===== config.mk =====
export PLATFORM = sky130hd
export DESIGN_NAME = priority_mailbox_buffer_manager
export DESIGN_NICKNAME = d
export VERILOG_FILES = /design/src/rtl/core/pmbm_pkg.sv /design/src/rtl/core/pmbm_wait_fifo.sv /design/src/rtl/core/priority_mailbox_buffer_manager.sv
export SDC_FILE = /design/constraint.sdc
export NUM_CORES = 2
export LEC_CHECK = 0
export ABC_CLOCK_PERIOD_IN_PS = 8600
export BUFFER_PORTS_ARGS = -buffer_cell sky130_fd_sc_hd__buf_2
export CORE_ASPECT_RATIO = 0.5
export CORE_MARGIN = 3
export CORE_UTILIZATION = 63
export DETAILED_ROUTE_END_ITERATION = 8
export GPL_TIMING_DRIVEN = 0
export HOLD_SLACK_MARGIN = 0.02
export PLACE_DENSITY = 0.79
export SYNTH_ARGS = -nofsm -noshare
export SYNTH_HDL_FRONTEND = slang
export SYNTH_SLANG_ARGS = --single-unit

===== constraint.sdc =====
create_clock -name i_clk -period 8.6 [get_ports i_clk]
set_input_delay 2.58 -clock i_clk [delete_from_list [all_inputs] [get_ports i_clk]]
set_output_delay 2.58 -clock i_clk [all_outputs]
set_load 0.01 [all_outputs]

===== src/rtl/core/pmbm_pkg.sv =====
// pmbm_pkg: types, constants and codes for the priority mailbox buffer manager
// no dependencies
`timescale 1ns / 1ps
package pmbm_pkg;
    localparam int SLOTS           = 8;
    localparam int WAIT_DEPTH      = 16;
    localparam int PRIORITY_LEVELS = 3;
    localparam int SW = (SLOTS > 1) ? $clog2(SLOTS) : 1;
    localparam int WW = (WAIT_DEPTH > 1) ? $clog2(WAIT_DEPTH) : 1;
    localparam int PW = (PRIORITY_LEVELS > 1) ? $clog2(PRIORITY_LEVELS) : 1;
    localparam int CW = $clog2(WAIT_DEPTH + 1);
    localparam int FW = $clog2(SLOTS + 1);

    typedef enum logic [1:0] {
        EV_SENT      = 2'd0,
        EV_DELIVERED = 2'd1,
        EV_REJECTED  = 2'd2
    } t_event;

    localparam logic OP_SEND = 1'b0;
    localparam logic OP_RECV = 1'b1;

    typedef struct packed {
        logic        opcode;
        logic [1:0]  priority_req;
        logic [3:0]  requester_tag;
        logic [31:0] message;
    } t_in_item;

    typedef struct packed {
        logic [1:0]  event_kind;
        logic [3:0]  event_tag;
        logic [31:0] delivered_message;
        logic [2:0]  slot_used;
        logic        last;
    } t_out_item;
endpackage


===== src/rtl/core/pmbm_wait_fifo.sv =====
// pmbm_wait_fifo: ring buffer of waiting requests, one per priority or receiver
// depends on pmbm_pkg
`timescale 1ns / 1ps
module pmbm_wait_fifo
    import pmbm_pkg::*;
#(
    parameter int DW = 36
) (
    input  logic          i_clk,
    input  logic          i_rst_n,
    input  logic          i_push,
    input  logic [DW-1:0] i_data,
    input  logic          i_pop,
    output logic [DW-1:0] o_data,
    output logic [CW-1:0] o_count
);
    logic [DW-1:0] r_mem [WAIT_DEPTH];
    logic [WW-1:0] r_head;
    logic [CW-1:0] r_count;
    logic [WW-1:0] w_wix;

    always_comb begin
        if (WAIT_DEPTH == 1) begin
            w_wix = '0;
        end else begin
            w_wix = WW'((32'(r_head) + 32'(r_count)) % WAIT_DEPTH);
        end
    end

    always_ff @(posedge i_clk) begin
        if (i_push) begin
            r_mem[w_wix] <= i_data;
        end
    end

    always_ff @(posedge i_clk) begin
        if (!i_rst_n) begin
            r_head  <= '0;
            r_count <= '0;
        end else begin
            if (i_pop) begin
                r_head <= (WAIT_DEPTH == 1 || 32'(r_head) == WAIT_DEPTH - 1) ? '0 : r_head + 1'b1;
            end
            r_count <= r_count + CW'(i_push) - CW'(i_pop);
        end
    end

    assign o_data  = r_mem[r_head];
    assign o_count = r_count;
endmodule


===== src/rtl/core/priority_mailbox_buffer_manager.sv =====
// priority_mailbox_buffer_manager: top level, slot lists, waiter fifos and sequencer
// depends on pmbm_pkg and pmbm_wait_fifo
//
// Usage: i_in_valid/o_in_ready take one request item (send or receive);
// o_out_valid/i_out_ready return zero, one or two event items, the final one
// flagged last. A request that must wait returns nothing now; its event
// appears later as the second item of the request that serves it.
// Sequence: the request is registered on acceptance; ST_DECODE then forms
// the first event and ST_STEP2 the second, each with one take or give in the
// shared slot-list unit. Each step waits while i_out_ready holds back a
// pending event. The sequencer works on one item at a time, so o_in_ready is
// low from acceptance until the last event is taken (or the request is queued).
// Reset: synchronous, active low; all slots free (chain 0..SLOTS-1), queue
// and wait lists empty. No clearing pass.
// Stall: a pending event is held in the output register unchanged until
// taken; the following step waits for it.
//
`timescale 1ns / 1ps
module priority_mailbox_buffer_manager
    import pmbm_pkg::*;
(
    input  logic      i_clk,
    input  logic      i_rst_n,
    input  logic      i_in_valid,
    output logic      o_in_ready,
    input  t_in_item  i_in_item,
    output logic      o_out_valid,
    input  logic      i_out_ready,
    output t_out_item o_out_item
);
    typedef enum logic [3:0] {
        ST_IDLE   = 4'b0001,
        ST_DECODE = 4'b0010,
        ST_STEP2  = 4'b0100,
        ST_WAIT   = 4'b1000
    } t_state;

    t_state r_state, n_state;
    t_in_item r_req;

    logic [31:0]   r_msg [SLOTS];
    logic [SW-1:0] r_link [SLOTS];
    logic [SW-1:0] r_qhead, r_qtail, r_fhead;
    logic [FW-1:0] r_qcount, r_fcount;

    logic          r_out_valid;
    t_out_item     r_out;
    logic          r_step2;
    logic [PW-1:0] r_psel;

    // sender and receiver wait fifos
    logic [35:0]   w_sdata [PRIORITY_LEVELS];
    logic [CW-1:0] w_scnt [PRIORITY_LEVELS];
    logic [PRIORITY_LEVELS-1:0] w_spush, w_spop;
    logic [3:0]    w_rdata;
    logic [CW-1:0] w_rcnt;
    logic          w_rpush, w_rpop;

    genvar g;
    generate
        for (g = 0; g < PRIORITY_LEVELS; g++) begin : g_snd
            pmbm_wait_fifo #(.DW(36)) u_sfifo (
                .i_clk   (i_clk),
                .i_rst_n (i_rst_n),
                .i_push  (w_spush[g]),
                .i_data  ({r_req.requester_tag, r_req.message}),
                .i_pop   (w_spop[g]),
                .o_data  (w_sdata[g]),
                .o_count (w_scnt[g])
            );
        end
    endgenerate

    pmbm_wait_fifo #(.DW(4)) u_rfifo (
        .i_clk   (i_clk),
        .i_rst_n (i_rst_n),
        .i_push  (w_rpush),
        .i_data  (r_req.requester_tag),
        .i_pop   (w_rpop),
        .o_data  (w_rdata),
        .o_count (w_rcnt)
    );

    // highest waiting priority: the lowest-numbered level with a waiting sender
    logic          w_any_wait;
    logic [PW-1:0] w_pbest;
    always_comb begin
        w_any_wait = 1'b0;
        w_pbest    = '0;
        for (int p = PRIORITY_LEVELS - 1; p >= 0; p--) begin
            if (w_scnt[p] != '0) begin
                w_any_wait = 1'b1;
                w_pbest    = PW'(p);
            end
        end
    end

    logic          w_out_free;
    logic          w_prio_ok;
    logic [CW-1:0] w_pcnt;
    assign w_out_free = !r_out_valid || i_out_ready;
    assign w_prio_ok  = 32'(r_req.priority_req) < PRIORITY_LEVELS;
    assign w_pcnt     = w_prio_ok ? w_scnt[PW'(r_req.priority_req)] : '0;

    // shared slot-list unit controls
    logic          w_take, w_give, w_append;
    logic [SW-1:0] w_give_slot;
    logic [31:0]   w_app_msg;
    logic          n_out_valid;
    t_out_item     n_out;
    logic          n_step2;
    logic [PW-1:0] n_psel;

    always_comb begin
        n_state     = r_state;
        n_out_valid = r_out_valid && !i_out_ready;
        n_out       = r_out;
        n_step2     = r_step2;
        n_psel      = r_psel;
        w_take      = 1'b0;
        w_give      = 1'b0;
        w_append    = 1'b0;
        w_give_slot = r_qhead;
        w_app_msg   = r_req.message;
        w_spush     = '0;
        w_spop      = '0;
        w_rpush     = 1'b0;
        w_rpop      = 1'b0;
        unique case (r_state)
            ST_IDLE: begin
                if (i_in_valid) begin
                    n_state = ST_DECODE;
                end
            end
            ST_DECODE: begin
                if (w_out_free) begin
                    n_state = ST_WAIT;
                    n_step2 = 1'b0;
                    n_out   = '0;
                    if (r_req.opcode == OP_SEND) begin
                        if (!w_prio_ok || ((w_pcnt != '0 || r_fcount == '0)
                                && 32'(w_pcnt) >= WAIT_DEPTH)) begin
                            n_out_valid          = 1'b1;
                            n_out.event_kind     = EV_REJECTED;
                            n_out.event_tag      = r_req.requester_tag;
                            n_out.last           = 1'b1;
                        end else if (w_pcnt != '0 || r_fcount == '0) begin
                            w_spush[PW'(r_req.priority_req)] = 1'b1;
                            n_state = ST_IDLE;
                        end else begin
                            w_take   = 1'b1;
                            w_append = 1'b1;
                            n_out_valid       = 1'b1;
                            n_out.event_kind  = EV_SENT;
                            n_out.event_tag   = r_req.requester_tag;
                            n_out.slot_used   = 3'(r_fhead);
                            n_out.last        = (w_rcnt == '0);
                            n_step2           = (w_rcnt != '0);
                        end
                    end else begin
                        if (r_qcount == '0) begin
                            if (32'(w_rcnt) >= WAIT_DEPTH) begin
                                n_out_valid      = 1'b1;
                                n_out.event_kind = EV_REJECTED;
                                n_out.event_tag  = r_req.requester_tag;
                                n_out.last       = 1'b1;
                            end else begin
                                w_rpush = 1'b1;
                                n_state = ST_IDLE;
                            end
                        end else begin
                            w_give      = 1'b1;
                            w_give_slot = r_qhead;
                            n_out_valid             = 1'b1;
                            n_out.event_kind        = EV_DELIVERED;
                            n_out.event_tag         = r_req.requester_tag;
                            n_out.delivered_message = r_msg[r_qhead];
                            n_out.slot_used         = 3'(r_qhead);
                            n_out.last              = !w_any_wait;
                            n_step2                 = w_any_wait;
                            n_psel                  = w_pbest;
                        end
                    end
                    if (n_step2) begin
                        n_state = ST_STEP2;
                    end
                end
            end
            ST_STEP2: begin
                if (w_out_free) begin
                    n_state = ST_WAIT;
                    n_step2 = 1'b0;
                    n_out   = '0;
                    n_out_valid = 1'b1;
                    n_out.last  = 1'b1;
                    if (r_req.opcode == OP_SEND) begin
                        w_rpop      = 1'b1;
                        w_give      = 1'b1;
                        w_give_slot = r_qhead;
                        n_out.event_kind        = EV_DELIVERED;
                        n_out.event_tag         = w_rdata;
                        n_out.delivered_message = r_msg[r_qhead];
                        n_out.slot_used         = 3'(r_qhead);
                    end else begin
                        w_spop[r_psel] = 1'b1;
                        w_take         = 1'b1;
                        w_append       = 1'b1;
                        w_app_msg      = w_sdata[r_psel][31:0];
                        n_out.event_kind = EV_SENT;
                        n_out.event_tag  = w_sdata[r_psel][35:32];
                        n_out.slot_used  = 3'(r_fhead);
                    end
                end
            end
            ST_WAIT: begin
                if (r_out_valid && i_out_ready) begin
                    n_state = ST_IDLE;
                end
            end
            default: n_state = ST_IDLE;
        endcase
    end

    // link table updates; give and take never coincide in one step
    always_ff @(posedge i_clk) begin
        if (!i_rst_n) begin
            for (int i = 0; i < SLOTS; i++) begin
                r_link[i] <= (i + 1 < SLOTS) ? SW'(i + 1) : '0;
            end
            r_fhead  <= '0;
            r_fcount <= FW'(SLOTS);
            r_qhead  <= '0;
            r_qtail  <= '0;
            r_qcount <= '0;
        end else begin
            if (w_take && w_append) begin
                r_fhead  <= r_link[r_fhead];
                r_fcount <= r_fcount - 1'b1;
                r_link[r_fhead] <= '0;
                if (r_qcount == '0) begin
                    r_qhead <= r_fhead;
                end else begin
                    r_link[r_qtail] <= r_fhead;
                end
                r_qtail  <= r_fhead;
                r_qcount <= r_qcount + 1'b1;
            end else if (w_give) begin
                r_qhead  <= r_link[w_give_slot];
                r_qcount <= r_qcount - 1'b1;
                r_link[w_give_slot] <= r_fhead;
                r_fhead  <= w_give_slot;
                r_fcount <= r_fcount + 1'b1;
            end
        end
    end

    always_ff @(posedge i_clk) begin
        if (w_take && w_append) begin
            r_msg[r_fhead] <= w_app_msg;
        end
    end

    always_ff @(posedge i_clk) begin
        if (!i_rst_n) begin
            r_state     <= ST_IDLE;
            r_out_valid <= 1'b0;
            r_step2     <= 1'b0;
            r_psel      <= '0;
        end else begin
            r_state     <= n_state;
            r_out_valid <= n_out_valid;
            r_step2     <= n_step2;
            r_psel      <= n_psel;
        end
    end

    always_ff @(posedge i_clk) begin
        r_out <= n_out;
        if (r_state == ST_IDLE && i_in_valid) begin
            r_req <= i_in_item;
        end
    end

    assign o_in_ready  = (r_state == ST_IDLE);
    assign o_out_valid = r_out_valid;
    assign o_out_item  = r_out;

    // a second event follows only a first one that is not last
    a_step2_after_first: assert property (@(posedge i_clk) disable iff (!i_rst_n)
        (r_state == ST_STEP2) |-> (r_out_valid && !r_out.last))
        else $error("second event without pending first");

    a_no_accept_busy: assert property (@(posedge i_clk) disable iff (!i_rst_n)
        (r_out_valid && r_state == ST_IDLE) |-> 1'b0)
        else $error("idle with pending event");

    a_slot_conservation: assert property (@(posedge i_clk) disable iff (!i_rst_n)
        (32'(r_fcount) + 32'(r_qcount)) == SLOTS)
        else $error("slot count mismatch");
endmodule


==> key figures <==
Placed design
  • Area after DPL: ~94,000 µm²
  • Port Buffer Count: 86
  • Placed cell count: 6,309
  • Final HPWL DP: approximately 150,000 µm
  • Gpl congestion: 1.09

GRT
  • First-pass GRT wire length: about 340,000 µm
  • Vias in the first global route: approximately 47k
  • Largest net degree at the start of global routing: 34
  • Gr usage total: roughly a third
  • Grt ovf: 0
  • Initial antenna violation count: 9

Setup path
  • R2R depth: 7
  • Nature of the critical path startpoint: input pin
  • Crit path DAT: between 6 and 7 ns
  • WS Path Type: input pin to register
  • Crit. End Element: register
  • Worst-path maximum fanout: 10
  • Critical Path RT: between 9 and 10 ns
  • Crit path launch: i_out_ready

Clock tree
  • Clk slew on worst S/H paths: 0.07 ns
  • H-tree depth: 4
  • CTS Hold Bufs: 0
  • Clk sinks: approximately 2.2k
  • CTS tree: done
  • CTS Buffer Depth: 4
  • Post-CTS Setup Repair Bufs: 0
  • Cts bufs inserted: 190
  • Clock Root Buffer: clkbuf_16
  • Clk_lat worst skew: between 0.8 and 0.9 ns
  • Post-CTS resize count: 0

Power
  • Peak VDD IR: 219 µV
  • Overall power: about 21 mW
  • Leakage: a little over 30 nW
  • Cell Pwr Density: between 200 and 250 nW/µm²

Timing
  • Endpoints failing hold: 0
  • Max Slew Vio Count: 0
  • Final Critical Period: 5.61 ns
  • Setup Viol. Count Final: 0
  • Final period util: between 60 and 70%
  • Max transition margin: around a tenth
  • Max Fclk: roughly 0.18 GHz
  • RSZ-0062 raised after global routing: no
  • Setup_tns: 0 ns
  • Final clock skew: 0.0587 ns
  • Worst slew pin tran: approximately 1.3 ns

Route
  • Post-route ant nets: 0
  • Routed length per placed instance: roughly 35 µm
  • Total Wirelength: ~230,000 µm
  • Vias: about 46k
  • Vias per cell: ~7
  • First-pass DRT Iterations: 6
  • Post-route DRC: 0
  • Initial detailed-routing violation count: between 7k and 8k

Logic synthesis
  • Synth cell count leaders: edfxtp_1, mux4_2, mux2i_1
  • Top-count cell post-synth: edfxtp_1
  • Ys flop type: edfxtp_1
  • Synth Net Count: between 4k and 5k
  • Post-Syn Area per Cell: a little over 20 µm²
  • Post-Syn Instances: roughly 4.2k
  • Synth unique cells: 80
  • Synth warnings: 0
  • Sequential fraction of the synthesis area: between 70% and 80%
  • Area contributors post-synth: edfxtp_1, mux4_2, mux2i_1
  • #FFs+latches synth: between 2k and 2.5k
  • Post-synth ARST share: 0%
  • Mapped Area: ~90,000 µm²
  • EDFF count, synth: between 2k and 2.5k
  • Leading area contributor after synthesis: edfxtp_1
  • Area share of the largest cell type after synthesis: 73.9%

Job
  • Max Cap Viol: 0

Cells and area
  • N_diodes: 0
  • Core Util, Final: 73.3%
  • Final cell count without fillers: 6,644
  • Fill cells: roughly 7.3k
  • Nets@finish: approximately 4.8k
  • Design area: about 100,000 µm²
  • Layout cell share with drive strength beyond 1: between 20% and 30%
  • Layout area overhead: 14.0%

Floorplanning
  • Core Region: ~140,000 µm²
  • DIE HEIGHT: 269 µm
  • FP Rows: 95
  • Top Ports: 87
  • Chip width: 533 µm
  • Starting density of the core: ~64%
  • Die ar.: 144,000 µm²

Min path
  • Hold depth: 2
  • Hold WC Path Type: register to register
  • Hold Path Origin: r_fcount[2]

Status
  • Status: finished, final reports clean
layer usage:
| metal | GRT usage, % | vias to the layer above | part of all wire [%] |
|---|---|---|---|
| li1 | - | 18300 | - |
| met1 | 45.7 | 24100 | 35 |
| met2 | 49.7 | 3534 | 46 |
| met3 | 11.9 | 526 | 15 |
| met4 | 10.3 | 2 | 3.6 |
| met5 | 0 | - | 0.0098 |
state kept, by name (all words and copies together) (netlist names), 5 cells and up, named ones only:
signal and cells:
o_out_item 42, r_req 39, r_msg 256, u_rfifo.r_mem 64, g_snd.u_sfifo.r_mem 1728, g_snd.u_sfifo.o_count 15
r_link 24, g_snd.u_sfifo.r_head 12, u_rfifo.o_count 5
power by group:
part           internal, mW  switching [mW]
clock                  4.59            3.87
combinational         0.178           0.399
sequential             12.0          0.0740
total                  16.8            4.34
final timing paths:
check | slack (ns) | endpoint
max | 2.99 | g_snd[1].u_sfifo.o_count[4]
max reg2reg | 3.66 | r_msg[7][31]
min reg2reg | 0.49 | r_fcount[2]
min | 0.49 | r_fcount[2]
cell families (layout without fill, tap and decap cells):
kind of cell	count (synthesis)	in the layout	synth area share (%)
flops	2235	2235	75.8
mux	705	705	15.6
simple gates	511	511	2.95
compound gates	421	421	3.19
buf+inv	265	837	1.26
fa+ha+maj	54	54	0.858
xor+xnor	38	38	0.380
layout make-up:
class / instances / area, µm² / area share (%)
sequential: 2235 / 66300 / 66.5
multi-input combinational: 1729 / 20500 / 20.6
clock buffer: 232 / 4960 / 4.98
timing repair buffer: 237 / 3590 / 3.60
tap: 1843 / 2310 / 2.31
clock inverter: 103 / 935 / 0.937
buffer: 222 / 931 / 0.934
inverter: 43 / 174 / 0.174
placed cells by master (no fill, tap or decap), drive strengths merged, types with 15 or more instances in the layout:
| cell | n |
|---|---|
| nor2 | 176 |
| xnor2 | 22 |
| ha | 44 |
| nand2 | 106 |
| buf | 338 |
| a211oi | 97 |
| a22oi | 74 |
| mux2i | 173 |
| or3 | 16 |
| edfxtp | 2153 |
| and2 | 18 |
| dfxtp | 82 |
| xor2 | 16 |
| clkinv | 78 |
| nor3 | 26 |
| clkbuf | 353 |
| bufinv | 16 |
| nor2b | 103 |
| nand2b | 15 |
| inv | 46 |
| mux4 | 524 |
| a21oi | 150 |
| o21ai | 25 |
metrics by stage:
stage                     worst slack [ns]  hold slack, ns
final                                 2.99           0.490
after global routing                  2.90           0.531
after CTS                             3.12           0.487
after detailed placement              2.41           0.477
after global placement               -2.12           0.465
after floorplan                       1.18           0.449
worst max-delay path, cell delays in order:
cell	delay, ns
buf_2	0.14
nand2b_1	0.26
nand4_2	0.37
nor2_2	0.73
clkbuf_1	0.60
ha_1	0.36
inv_1	0.05
ha_1	0.17
inv_1	0.08
fa_1	0.48
inv_1	0.08
a21oi_1	0.06
nor2_1	0.12
or3_1	0.12
a21oi_1	0.05
Power figures use the tool's default switching activity.
